--- config.mk ---
export PLATFORM = sky130hd
export DESIGN_NAME = world_aabb_from_points_core_flat
export DESIGN_NICKNAME = d
export VERILOG_FILES = /design/src/sv/wafp_pkg.sv /design/src/sv/wafp_ifs.sv /design/src/sv/wafp_mac.sv /design/src/sv/wafp_ctrl.sv /design/src/sv/world_aabb_from_points_core.sv /design/src/flat_wrapper.sv
export VERILOG_INCLUDE_DIRS = /design/src /design/src/sv
export SDC_FILE = /design/constraint.sdc
export NUM_CORES = 2
export LEC_CHECK = 0
export BUFFER_PORTS_ARGS = -buffer_cell sky130_fd_sc_hd__buf_2
export CAP_MARGIN = 20
export CORE_UTILIZATION = 45
export DETAILED_ROUTE_END_ITERATION = 12
export RECOVER_POWER = 100
export SLEW_MARGIN = 15
export SYNTH_ARGS = -nofsm -noshare
export SYNTH_HDL_FRONTEND = slang
export SYNTH_SLANG_ARGS = --single-unit
--- constraint.sdc ---
create_clock -name clk -period 12.1 [get_ports clk]
set_input_delay 0.605 -clock clk [delete_from_list [all_inputs] [get_ports clk]]
set_output_delay 0.605 -clock clk [all_outputs]
set_load 0.02 [all_outputs]
--- src/sv/world_aabb_from_points_core_macros.svh ---
// Assertion helpers, clocked on clk and held off while arst_n is low.
`ifndef WORLD_AABB_FROM_POINTS_CORE_MACROS_SVH
`define WORLD_AABB_FROM_POINTS_CORE_MACROS_SVH

// Same-cycle implication.
`define WAFP_CHECK(label, ante, cons, msg) \
	label: assert property (@(posedge clk) disable iff (!arst_n) (ante) |-> (cons)) \
		else $error(msg);

// Next-cycle implication.
`define WAFP_CHECK_NEXT(label, ante, cons, msg) \
	label: assert property (@(posedge clk) disable iff (!arst_n) (ante) |=> (cons)) \
		else $error(msg);

`endif

--- src/sv/wafp_pkg.sv ---
`timescale 1ns / 1ps
package wafp_pkg;

	localparam int unsigned COORD_W = 32;
	localparam int unsigned COEF_W  = 16;
	localparam int unsigned ROW_W   = 48;
	localparam int unsigned PROD_W  = COORD_W + COEF_W;
	localparam int unsigned ACC_W   = PROD_W + 2;
	localparam int unsigned FRAC_DROP = 12;

	localparam logic [ROW_W-1:0] ROW_X_RESET = 48'h0000_0000_1000;
	localparam logic [ROW_W-1:0] ROW_Y_RESET = 48'h0000_1000_0000;
	localparam logic [ROW_W-1:0] ROW_Z_RESET = 48'h1000_0000_0000;

	localparam logic signed [COORD_W-1:0] POS_MAX = 32'sh7FFF_FFFF;
	localparam logic signed [COORD_W-1:0] NEG_MAX = 32'sh8000_0000;

	typedef enum logic [2:0] {
		REG_ROW_X,
		REG_ROW_Y,
		REG_ROW_Z,
		REG_SHIFT_X,
		REG_SHIFT_Y,
		REG_SHIFT_Z
	} reg_idx_t;

	typedef enum logic [1:0] {
		ST_IDLE,
		ST_RUN,
		ST_DRAIN
	} state_t;

	typedef struct packed {
		logic       valid;
		logic [2:0] corner;
		logic [1:0] row;
		logic [1:0] term;
	} step_t;

	typedef struct packed {
		logic  idle;
		logic  done;
		step_t step;
	} ctl_t;

	typedef struct packed {
		logic                      valid;
		logic                      first;
		logic                      last;
		logic [1:0]                axis;
		logic signed [COEF_W-1:0]  coef;
		logic signed [COORD_W-1:0] coord;
		logic signed [COORD_W-1:0] shift;
	} mac_op_t;

	typedef struct packed {
		logic                      valid;
		logic [1:0]                axis;
		logic signed [COORD_W-1:0] value;
	} mac_res_t;

endpackage

--- src/sv/wafp_ifs.sv ---
`timescale 1ns / 1ps
interface wafp_point_if;
	logic                     valid;
	logic                     ready;
	logic signed [31:0]       point_x;
	logic signed [31:0]       point_y;
	logic signed [31:0]       point_z;
	logic                     final_point;

	modport source (output valid, point_x, point_y, point_z, final_point, input ready);
	modport sink (input valid, point_x, point_y, point_z, final_point, output ready);
endinterface

interface wafp_box_if;
	logic               valid;
	logic               ready;
	logic signed [31:0] world_min_x;
	logic signed [31:0] world_min_y;
	logic signed [31:0] world_min_z;
	logic signed [31:0] world_max_x;
	logic signed [31:0] world_max_y;
	logic signed [31:0] world_max_z;

	modport source (output valid, world_min_x, world_min_y, world_min_z,
		world_max_x, world_max_y, world_max_z, input ready);
	modport sink (input valid, world_min_x, world_min_y, world_min_z,
		world_max_x, world_max_y, world_max_z, output ready);
endinterface

--- src/sv/wafp_mac.sv ---
`timescale 1ns / 1ps
module wafp_mac (
	input  logic              clk,
	input  logic              arst_n,
	input  wafp_pkg::mac_op_t op,
	output wafp_pkg::mac_res_t res,
	output logic              busy
);

	logic                                    valid_s1, first_s1, last_s1;
	logic [1:0]                              axis_s1;
	logic signed [wafp_pkg::PROD_W-1:0]      prod_s1;
	logic signed [wafp_pkg::COORD_W-1:0]     shift_s1;
	logic signed [wafp_pkg::PROD_W-1:0]      prod_d;

	logic                                    valid_s2;
	logic [1:0]                              axis_s2;
	logic signed [wafp_pkg::ACC_W-1:0]       acc_q;
	logic signed [wafp_pkg::COORD_W-1:0]     shift_s2;
	logic signed [wafp_pkg::ACC_W-1:0]       prod_ext;

	logic                                    valid_s3;
	logic [1:0]                              axis_s3;
	logic signed [wafp_pkg::COORD_W-1:0]     value_s3;

	logic signed [wafp_pkg::ACC_W-1:0]       rnd;
	logic signed [wafp_pkg::ACC_W-wafp_pkg::FRAC_DROP-1:0] flr;
	logic signed [wafp_pkg::ACC_W-wafp_pkg::FRAC_DROP:0]   sum;
	logic signed [wafp_pkg::COORD_W-1:0]     sat;

	assign prod_d   = op.coef * op.coord;
	assign prod_ext = {{2{prod_s1[wafp_pkg::PROD_W-1]}}, prod_s1};

	always_comb begin
		rnd = acc_q + wafp_pkg::ACC_W'(2048);
		flr = rnd[wafp_pkg::ACC_W-1:wafp_pkg::FRAC_DROP];
		sum = {flr[$bits(flr)-1], flr}
			+ {{($bits(sum) - wafp_pkg::COORD_W){shift_s2[wafp_pkg::COORD_W-1]}}, shift_s2};
		if (sum > $signed({{($bits(sum) - wafp_pkg::COORD_W){1'b0}}, wafp_pkg::POS_MAX})) begin
			sat = wafp_pkg::POS_MAX;
		end else if (sum < $signed({{($bits(sum) - wafp_pkg::COORD_W){1'b1}},
				wafp_pkg::NEG_MAX})) begin
			sat = wafp_pkg::NEG_MAX;
		end else begin
			sat = sum[wafp_pkg::COORD_W-1:0];
		end
	end

	always_ff @(posedge clk or negedge arst_n) begin
		if (!arst_n) begin
			valid_s1 <= 1'b0;
			valid_s2 <= 1'b0;
			valid_s3 <= 1'b0;
		end else begin
			valid_s1 <= op.valid;
			valid_s2 <= valid_s1 && last_s1;
			valid_s3 <= valid_s2;
		end
	end

	always_ff @(posedge clk) begin
		prod_s1  <= prod_d;
		first_s1 <= op.first;
		last_s1  <= op.last;
		axis_s1  <= op.axis;
		shift_s1 <= op.shift;
		if (valid_s1) begin
			acc_q    <= first_s1 ? prod_ext : acc_q + prod_ext;
			axis_s2  <= axis_s1;
			shift_s2 <= shift_s1;
		end
		value_s3 <= sat;
		axis_s3  <= axis_s2;
	end

	assign res.valid = valid_s3;
	assign res.axis  = axis_s3;
	assign res.value = value_s3;
	assign busy      = valid_s1 || valid_s2 || valid_s3;

endmodule

--- src/sv/wafp_ctrl.sv ---
`timescale 1ns / 1ps
module wafp_ctrl (
	input  logic           clk,
	input  logic           arst_n,
	input  logic           start,
	input  logic           mac_busy,
	input  logic           out_space,
	output wafp_pkg::ctl_t ctl
);

	wafp_pkg::state_t state_q, state_d;
	logic [2:0]       corner_q;
	logic [1:0]       row_q;
	logic [1:0]       term_q;
	logic             last_step;

	assign last_step = (corner_q == 3'd7) && (row_q == 2'd2) && (term_q == 2'd2);

	always_ff @(posedge clk or negedge arst_n) begin
		if (!arst_n) begin
			state_q  <= wafp_pkg::ST_IDLE;
			corner_q <= '0;
			row_q    <= '0;
			term_q   <= '0;
		end else begin
			state_q <= state_d;
			if (state_q == wafp_pkg::ST_RUN) begin
				// advance term, then row, then corner
				if (term_q == 2'd2) begin
					term_q <= '0;
					if (row_q == 2'd2) begin
						row_q    <= '0;
						corner_q <= corner_q + 3'd1;
					end else begin
						row_q <= row_q + 2'd1;
					end
				end else begin
					term_q <= term_q + 2'd1;
				end
			end else begin
				corner_q <= '0;
				row_q    <= '0;
				term_q   <= '0;
			end
		end
	end

	always_comb begin
		state_d          = state_q;
		ctl.idle         = 1'b0;
		ctl.done         = 1'b0;
		ctl.step.valid   = 1'b0;
		ctl.step.corner  = corner_q;
		ctl.step.row     = row_q;
		ctl.step.term    = term_q;
		unique case (state_q)
			wafp_pkg::ST_IDLE: begin
				ctl.idle = 1'b1;
				if (start) begin
					state_d = wafp_pkg::ST_RUN;
				end
			end
			wafp_pkg::ST_RUN: begin
				ctl.step.valid = 1'b1;
				if (last_step) begin
					state_d = wafp_pkg::ST_DRAIN;
				end
			end
			wafp_pkg::ST_DRAIN: begin
				if (!mac_busy && out_space) begin
					ctl.done = 1'b1;
					state_d  = wafp_pkg::ST_IDLE;
				end
			end
			default: begin
				state_d = wafp_pkg::ST_IDLE;
			end
		endcase
	end

endmodule

--- src/sv/world_aabb_from_points_core.sv ---
// World bounding box of a streamed mesh.
// points: one vertex per item (signed Q16.16 x, y, z plus final_point). A vertex
// without final_point is folded into the running box, and the block stays ready
// for the next vertex.
// On a vertex with final_point the eight corners of the running box are mapped
// through the 3x3 Q4.12 matrix and Q16.16 translation held in the config
// registers. One 16x32 multiplier does all 72 products, one a cycle, followed by
// an accumulate, round, translate and saturate path, so the block takes no new
// vertex until the result is loaded.
// boxes: one item per final vertex, the saturated world minimum and maximum per
// axis, held in an output register until taken. A stalled receiver only holds
// the block at the point of loading the next result; earlier vertices flow on.
// cfg_we/cfg_index/cfg_data write one register per cycle; write only while idle.
// Reset (arst_n low) clears the running box to its extremes, empties the
// output register and returns the registers to the identity transform.
`timescale 1ns / 1ps
`include "world_aabb_from_points_core_macros.svh"
module world_aabb_from_points_core (
	input  logic                 clk,
	input  logic                 arst_n,
	input  logic                 cfg_we,
	input  logic [2:0]           cfg_index,
	input  logic [47:0]          cfg_data,
	wafp_point_if.sink           points,
	wafp_box_if.source           boxes
);

	logic [wafp_pkg::ROW_W-1:0]          row_q [3];
	logic signed [wafp_pkg::COORD_W-1:0] shift_q [3];
	logic signed [wafp_pkg::COORD_W-1:0] low_q [3];
	logic signed [wafp_pkg::COORD_W-1:0] high_q [3];
	logic signed [wafp_pkg::COORD_W-1:0] wmin_q [3];
	logic signed [wafp_pkg::COORD_W-1:0] wmax_q [3];
	logic signed [wafp_pkg::COORD_W-1:0] pt [3];
	logic signed [wafp_pkg::COORD_W-1:0] out_min_q [3];
	logic signed [wafp_pkg::COORD_W-1:0] out_max_q [3];
	logic                                out_valid_q;

	wafp_pkg::ctl_t     ctl;
	wafp_pkg::mac_op_t  op;
	wafp_pkg::mac_res_t res;
	logic               mac_busy;
	logic               accept;
	logic               start;
	logic               out_space;
	logic               hi_sel;

	assign pt[0] = points.point_x;
	assign pt[1] = points.point_y;
	assign pt[2] = points.point_z;

	assign points.ready = ctl.idle;
	assign accept       = points.valid && ctl.idle;
	assign start        = accept && points.final_point;
	assign out_space    = !out_valid_q || boxes.ready;

	wafp_ctrl u_ctrl (
		.clk       (clk),
		.arst_n    (arst_n),
		.start     (start),
		.mac_busy  (mac_busy),
		.out_space (out_space),
		.ctl       (ctl)
	);

	always_comb begin
		unique case (ctl.step.term)
			2'd0:    hi_sel = ctl.step.corner[2];
			2'd1:    hi_sel = ctl.step.corner[1];
			default: hi_sel = ctl.step.corner[0];
		endcase
		op.valid = ctl.step.valid;
		op.first = ctl.step.term == 2'd0;
		op.last  = ctl.step.term == 2'd2;
		op.axis  = ctl.step.row;
		op.coef  = row_q[ctl.step.row][ctl.step.term * wafp_pkg::COEF_W +: wafp_pkg::COEF_W];
		op.coord = hi_sel ? high_q[ctl.step.term] : low_q[ctl.step.term];
		op.shift = shift_q[ctl.step.row];
	end

	wafp_mac u_mac (
		.clk    (clk),
		.arst_n (arst_n),
		.op     (op),
		.res    (res),
		.busy   (mac_busy)
	);

	always_ff @(posedge clk or negedge arst_n) begin
		if (!arst_n) begin
			row_q[0]   <= wafp_pkg::ROW_X_RESET;
			row_q[1]   <= wafp_pkg::ROW_Y_RESET;
			row_q[2]   <= wafp_pkg::ROW_Z_RESET;
			shift_q[0] <= '0;
			shift_q[1] <= '0;
			shift_q[2] <= '0;
		end else if (cfg_we) begin
			unique case (cfg_index)
				wafp_pkg::REG_ROW_X:   row_q[0]   <= cfg_data;
				wafp_pkg::REG_ROW_Y:   row_q[1]   <= cfg_data;
				wafp_pkg::REG_ROW_Z:   row_q[2]   <= cfg_data;
				wafp_pkg::REG_SHIFT_X: shift_q[0] <= cfg_data[wafp_pkg::COORD_W-1:0];
				wafp_pkg::REG_SHIFT_Y: shift_q[1] <= cfg_data[wafp_pkg::COORD_W-1:0];
				wafp_pkg::REG_SHIFT_Z: shift_q[2] <= cfg_data[wafp_pkg::COORD_W-1:0];
				default: ;
			endcase
		end
	end

	always_ff @(posedge clk or negedge arst_n) begin
		if (!arst_n) begin
			for (int a = 0; a < 3; a++) begin
				low_q[a]  <= wafp_pkg::POS_MAX;
				high_q[a] <= wafp_pkg::NEG_MAX;
			end
			out_valid_q <= 1'b0;
		end else begin
			if (accept) begin
				for (int a = 0; a < 3; a++) begin
					if (pt[a] < low_q[a]) low_q[a] <= pt[a];
					if (pt[a] > high_q[a]) high_q[a] <= pt[a];
				end
			end else if (ctl.done) begin
				for (int a = 0; a < 3; a++) begin
					low_q[a]  <= wafp_pkg::POS_MAX;
					high_q[a] <= wafp_pkg::NEG_MAX;
				end
			end
			if (ctl.done) begin
				out_valid_q <= 1'b1;
			end else if (boxes.ready) begin
				out_valid_q <= 1'b0;
			end
		end
	end

	always_ff @(posedge clk) begin
		if (start) begin
			for (int a = 0; a < 3; a++) begin
				wmin_q[a] <= wafp_pkg::POS_MAX;
				wmax_q[a] <= wafp_pkg::NEG_MAX;
			end
		end else if (res.valid) begin
			if (res.value < wmin_q[res.axis]) wmin_q[res.axis] <= res.value;
			if (res.value > wmax_q[res.axis]) wmax_q[res.axis] <= res.value;
		end
		if (ctl.done) begin
			out_min_q <= wmin_q;
			out_max_q <= wmax_q;
		end
	end

	assign boxes.valid       = out_valid_q;
	assign boxes.world_min_x = out_min_q[0];
	assign boxes.world_min_y = out_min_q[1];
	assign boxes.world_min_z = out_min_q[2];
	assign boxes.world_max_x = out_max_q[0];
	assign boxes.world_max_y = out_max_q[1];
	assign boxes.world_max_z = out_max_q[2];

	`WAFP_CHECK_NEXT(a_box_cleared, ctl.done,
		(low_q[0] == wafp_pkg::POS_MAX) && (high_q[2] == wafp_pkg::NEG_MAX),
		"running box not cleared after result")
	`WAFP_CHECK(a_no_result_idle, res.valid, !ctl.idle, "mapped coordinate while idle")
	`WAFP_CHECK(a_box_order, boxes.valid,
		(boxes.world_min_x <= boxes.world_max_x) && (boxes.world_min_y <= boxes.world_max_y)
		&& (boxes.world_min_z <= boxes.world_max_z),
		"world box minimum above maximum")

endmodule
--- src/flat_wrapper.sv ---
// flat-port wrapper written by rule: the top's interface ports become plain ports
module world_aabb_from_points_core_flat 
  (clk, arst_n, cfg_we, cfg_index, cfg_data, points_valid, points_point_x, points_point_y, points_point_z, points_final_point, points_ready, boxes_valid, boxes_world_min_x, boxes_world_min_y, boxes_world_min_z, boxes_world_max_x, boxes_world_max_y, boxes_world_max_z, boxes_ready);
  wafp_point_if points_i ();
  wafp_box_if boxes_i ();
  input  logic clk;
  input  logic arst_n;
  input  logic cfg_we;
  input  logic [2:0] cfg_index;
  input  logic [47:0] cfg_data;
  input wire logic [$bits(points_i.valid)-1:0] points_valid;
  input wire logic [$bits(points_i.point_x)-1:0] points_point_x;
  input wire logic [$bits(points_i.point_y)-1:0] points_point_y;
  input wire logic [$bits(points_i.point_z)-1:0] points_point_z;
  input wire logic [$bits(points_i.final_point)-1:0] points_final_point;
  output wire logic [$bits(points_i.ready)-1:0] points_ready;
  output wire logic [$bits(boxes_i.valid)-1:0] boxes_valid;
  output wire logic [$bits(boxes_i.world_min_x)-1:0] boxes_world_min_x;
  output wire logic [$bits(boxes_i.world_min_y)-1:0] boxes_world_min_y;
  output wire logic [$bits(boxes_i.world_min_z)-1:0] boxes_world_min_z;
  output wire logic [$bits(boxes_i.world_max_x)-1:0] boxes_world_max_x;
  output wire logic [$bits(boxes_i.world_max_y)-1:0] boxes_world_max_y;
  output wire logic [$bits(boxes_i.world_max_z)-1:0] boxes_world_max_z;
  input wire logic [$bits(boxes_i.ready)-1:0] boxes_ready;
  assign points_i.valid = points_valid;
  assign points_i.point_x = points_point_x;
  assign points_i.point_y = points_point_y;
  assign points_i.point_z = points_point_z;
  assign points_i.final_point = points_final_point;
  assign points_ready = points_i.ready;
  assign boxes_valid = boxes_i.valid;
  assign boxes_world_min_x = boxes_i.world_min_x;
  assign boxes_world_min_y = boxes_i.world_min_y;
  assign boxes_world_min_z = boxes_i.world_min_z;
  assign boxes_world_max_x = boxes_i.world_max_x;
  assign boxes_world_max_y = boxes_i.world_max_y;
  assign boxes_world_max_z = boxes_i.world_max_z;
  assign boxes_i.ready = boxes_ready;
  world_aabb_from_points_core u_core (.clk(clk), .arst_n(arst_n), .cfg_we(cfg_we), .cfg_index(cfg_index), .cfg_data(cfg_data), .points(points_i), .boxes(boxes_i));
endmodule
==> flow_summary.json <==
{
  "clock_path_buffers": 3,
  "required_ns": 12.70,
  "ir_drop_v": 0.000131,
  "wl_per_cell_um": 21.0,
  "hold_class": "input pin to flip-flop",
  "synth_ff_type": "dfrtp_1",
  "slew_viol_final": 1480,
  "numCtsBuffers": 111,
  "status": "finished with violations",
  "dp_hpwl_mm": 143,
  "antenna_cells": 0,
  "cts_tree": "done",
  "setup_slack_ns": 1.69,
  "cts_setup_buffers": 0,
  "yosysWarnings": 0,
  "fill_cells": 14000,
  "port_buffers": 346,
  "ff_latch_area_um2": 25800,
  "drv_cap": 28,
  "syn_nets": 7888,
  "place_area_um2": 73200,
  "core_region_area_um2": 152000,
  "finalSetupTns_ns": 0,
  "synth_area_um2": 69200,
  "grt_pass1_wl_mm": 300,
  "post-route-drc-count": 0,
  "ioPinCount": 347,
  "fp-row-count": 143,
  "finalClockSkew_ns": 0.112,
  "die_w_um": 394,
  "slew_headroom": -2.91,
  "finalNetCount": 8125,
  "clk_pin_slew_worst_paths_ns": 0.06,
  "totalWireLength_mm": 192,
  "drt_iter0_markers": 3192,
  "grt_use_total": 0.247,
  "final_cell_mix": "inv_1, nand2_1, mux2i_1, nor2_1, fa_1",
  "multi_input_area_um2": 39200,
  "critPathMaxFanout": 54,
  "crit_type": "flip-flop to flip-flop",
  "power_per_cell_area_nw_per_um2": 159,
  "fin_crit_ns": 10.41,
  "hold_slack_ns": 0.109,
  "area_delta_synth_final_pct": 10.9,
  "min_delay_path_depth": 3,
  "final_common_cell": "inv_1",
  "dieArea_um2": 155000,
  "cts.sinks": 1031,
  "drive_gt1_frac": 0.117,
  "grt_max_degree": 176,
  "violations": "capacitance limit, slew limit",
  "synth_edf_count": 276,
  "initial_utilization": 0.455,
  "hold_viol": 0,
  "pre_cts_ws_ns": 2.49,
  "async_reset_ff_frac": 0.432,
  "grt_pass1_vias": 51000,
  "rsz0062_at_grt": "false",
  "yosysSeqAreaShare": 0.372,
  "antenna_found_initial": 3,
  "ant_nets": 0,
  "power_leakage_nw": 35.3,
  "first_pass_iters": 6,
  "end_kind": "flip-flop",
  "clock_latency_ns": 0.77,
  "fin_area_um2": 76800,
  "worstMarginPinSlew_ns": 5.87,
  "via_count": 49900,
  "overflow": 0,
  "vias_per_cell": 5.45,
  "arrival_ns": 11.01,
  "worstRegToRegCells": 27,
  "clockRootBuffer": "clkbuf_16",
  "post-route-period-util": 0.860,
  "die_h_um": 394,
  "setup_viol": 0,
  "crit_path_start_kind": "flip-flop",
  "h-tree-depth": 3,
  "max_freq_mhz": 96.1,
  "place_congestion": 0.910,
  "ys_ff_latch": 1031,
  "postSynthCellCount": 6791,
  "fin_util": 0.504,
  "syn_area_per_cell_um2": 10.2,
  "synth_cell_types": 83
}
path summary, 6_finish.rpt:
check                                              from                       end  slack, ns
worst max-delay path             u_core.u_ctrl.row_q[0]  u_core.u_mac.prod_s1[44]       1.69
worst min-delay path                 points_point_x[13]          u_core.low_q[77]       0.11
worst max register to register   u_core.u_ctrl.row_q[0]  u_core.u_mac.prod_s1[44]       1.69
worst min register to register  u_core.u_mac.axis_s2[0]   u_core.u_mac.axis_s3[0]       0.34
max in group asynchronous                        arst_n        u_core.shift_q[75]       2.81
min in group asynchronous                        arst_n         u_core.high_q[83]       2.58
power by group:
part	internal, W	leakage, nW	switching (W)
combinational	0.00158	22.9	0.00207
sequential	0.00431	10.5	0.000644
clock	0.00212	1.90	0.00152
total	0.00801	35.3	0.00423
state kept, by name (all words and copies together), names as in the netlist, 48 cells and up:
name / count
u_core.u_mac.acc_q: 50
u_core.high_q: 96
u_core.wmax_q: 96
u_core.low_q: 96
u_core.shift_q: 96
u_core.row_q: 144
u_core.wmin_q: 96
u_core.u_mac.prod_s1: 48
routing by layer:
metal | vias up | global-route usage | part of all wire
met5 | - | 0 | 0
met4 | 0 | 0.0834 | 0.034
met3 | 312 | 0.0329 | 0.054
met2 | 1386 | 0.397 | 0.46
met1 | 25100 | 0.341 | 0.45
li1 | 23200 | - | -
cells in the mapped netlist, drive strengths merged, types with 82 or more instances:
cell,n,share of area
o21ai,248,0.018
a21o,129,0.014
xnor2,108,0.014
clkbuf,246,0.013
nor2b,82,0.0074
ha,456,0.082
dfxtp,310,0.090
a21oi,322,0.023
nand2,695,0.038
fa,488,0.14
mux2i,535,0.077
nor2,501,0.027
dfstp,99,0.038
mux2,275,0.045
inv,861,0.047
edfxtp,276,0.12
dfrtp,346,0.13
cell families (layout without fill, tap and decap cells):
logic type / after synthesis / after routing / synth area share
adder cells (fa/ha/maj): 944 / 944 / 0.224
multiplexers: 810 / 810 / 0.122
flip-flops: 1031 / 1031 / 0.372
XOR/XNOR: 166 / 166 / 0.0210
AND/OR/NAND/NOR: 1669 / 1669 / 0.107
AO/OA/AOI/OAI: 998 / 998 / 0.0902
buffers and inverters: 1173 / 1508 / 0.0645
cell type report:
cell class,instances,share of cell area
multi-input cells,4587,0.511
well taps,2030,0.0331
repair buffers,436,0.0271
flip-flops and latches,1031,0.335
clock buffers,140,0.0392
clock inverters,71,0.0123
inverters,861,0.0422
metrics by stage:
step	power, W	instances
6_report	0.0122	9156
5_1_grt	0.0130	9156
4_1_cts	0.0123	9154
3_5_place_dp	0.00866	8942
3_3_place_gp	0.00857	8938
2_1_floorplan	0.00751	6791
repair_timing:
item                      4_1_cts  5_1_grt
gates resized for setup         0        0
hold buffers                    1        0
hold endpoints to repair       49        0
worst max-delay path, stage by stage (launching register included):
cell and delay (ns):
dfrtp_1 0.71, nor2b_1 1.61, buf_12 0.38, a21oi_1 0.14
o22ai_2 0.67, buf_4 0.30, nand2_1 0.09, fa_1 0.56
inv_1 0.05, fa_1 0.47, fa_1 0.52, fa_1 0.52
fa_1 0.59, inv_1 0.07, fa_1 0.53, inv_1 0.05
ha_1 0.36, and2_0 0.20, nand4_1 0.19, nor3b_1 0.26
a2111oi_0 0.17, nor3b_1 0.49, a21oi_1 0.20, o31ai_1 0.34
and2_0 0.25, nand3_1 0.12, o21ai_0 0.21, xor2_1 0.15
No activity file was read; power rests on OpenSTA's default activity.
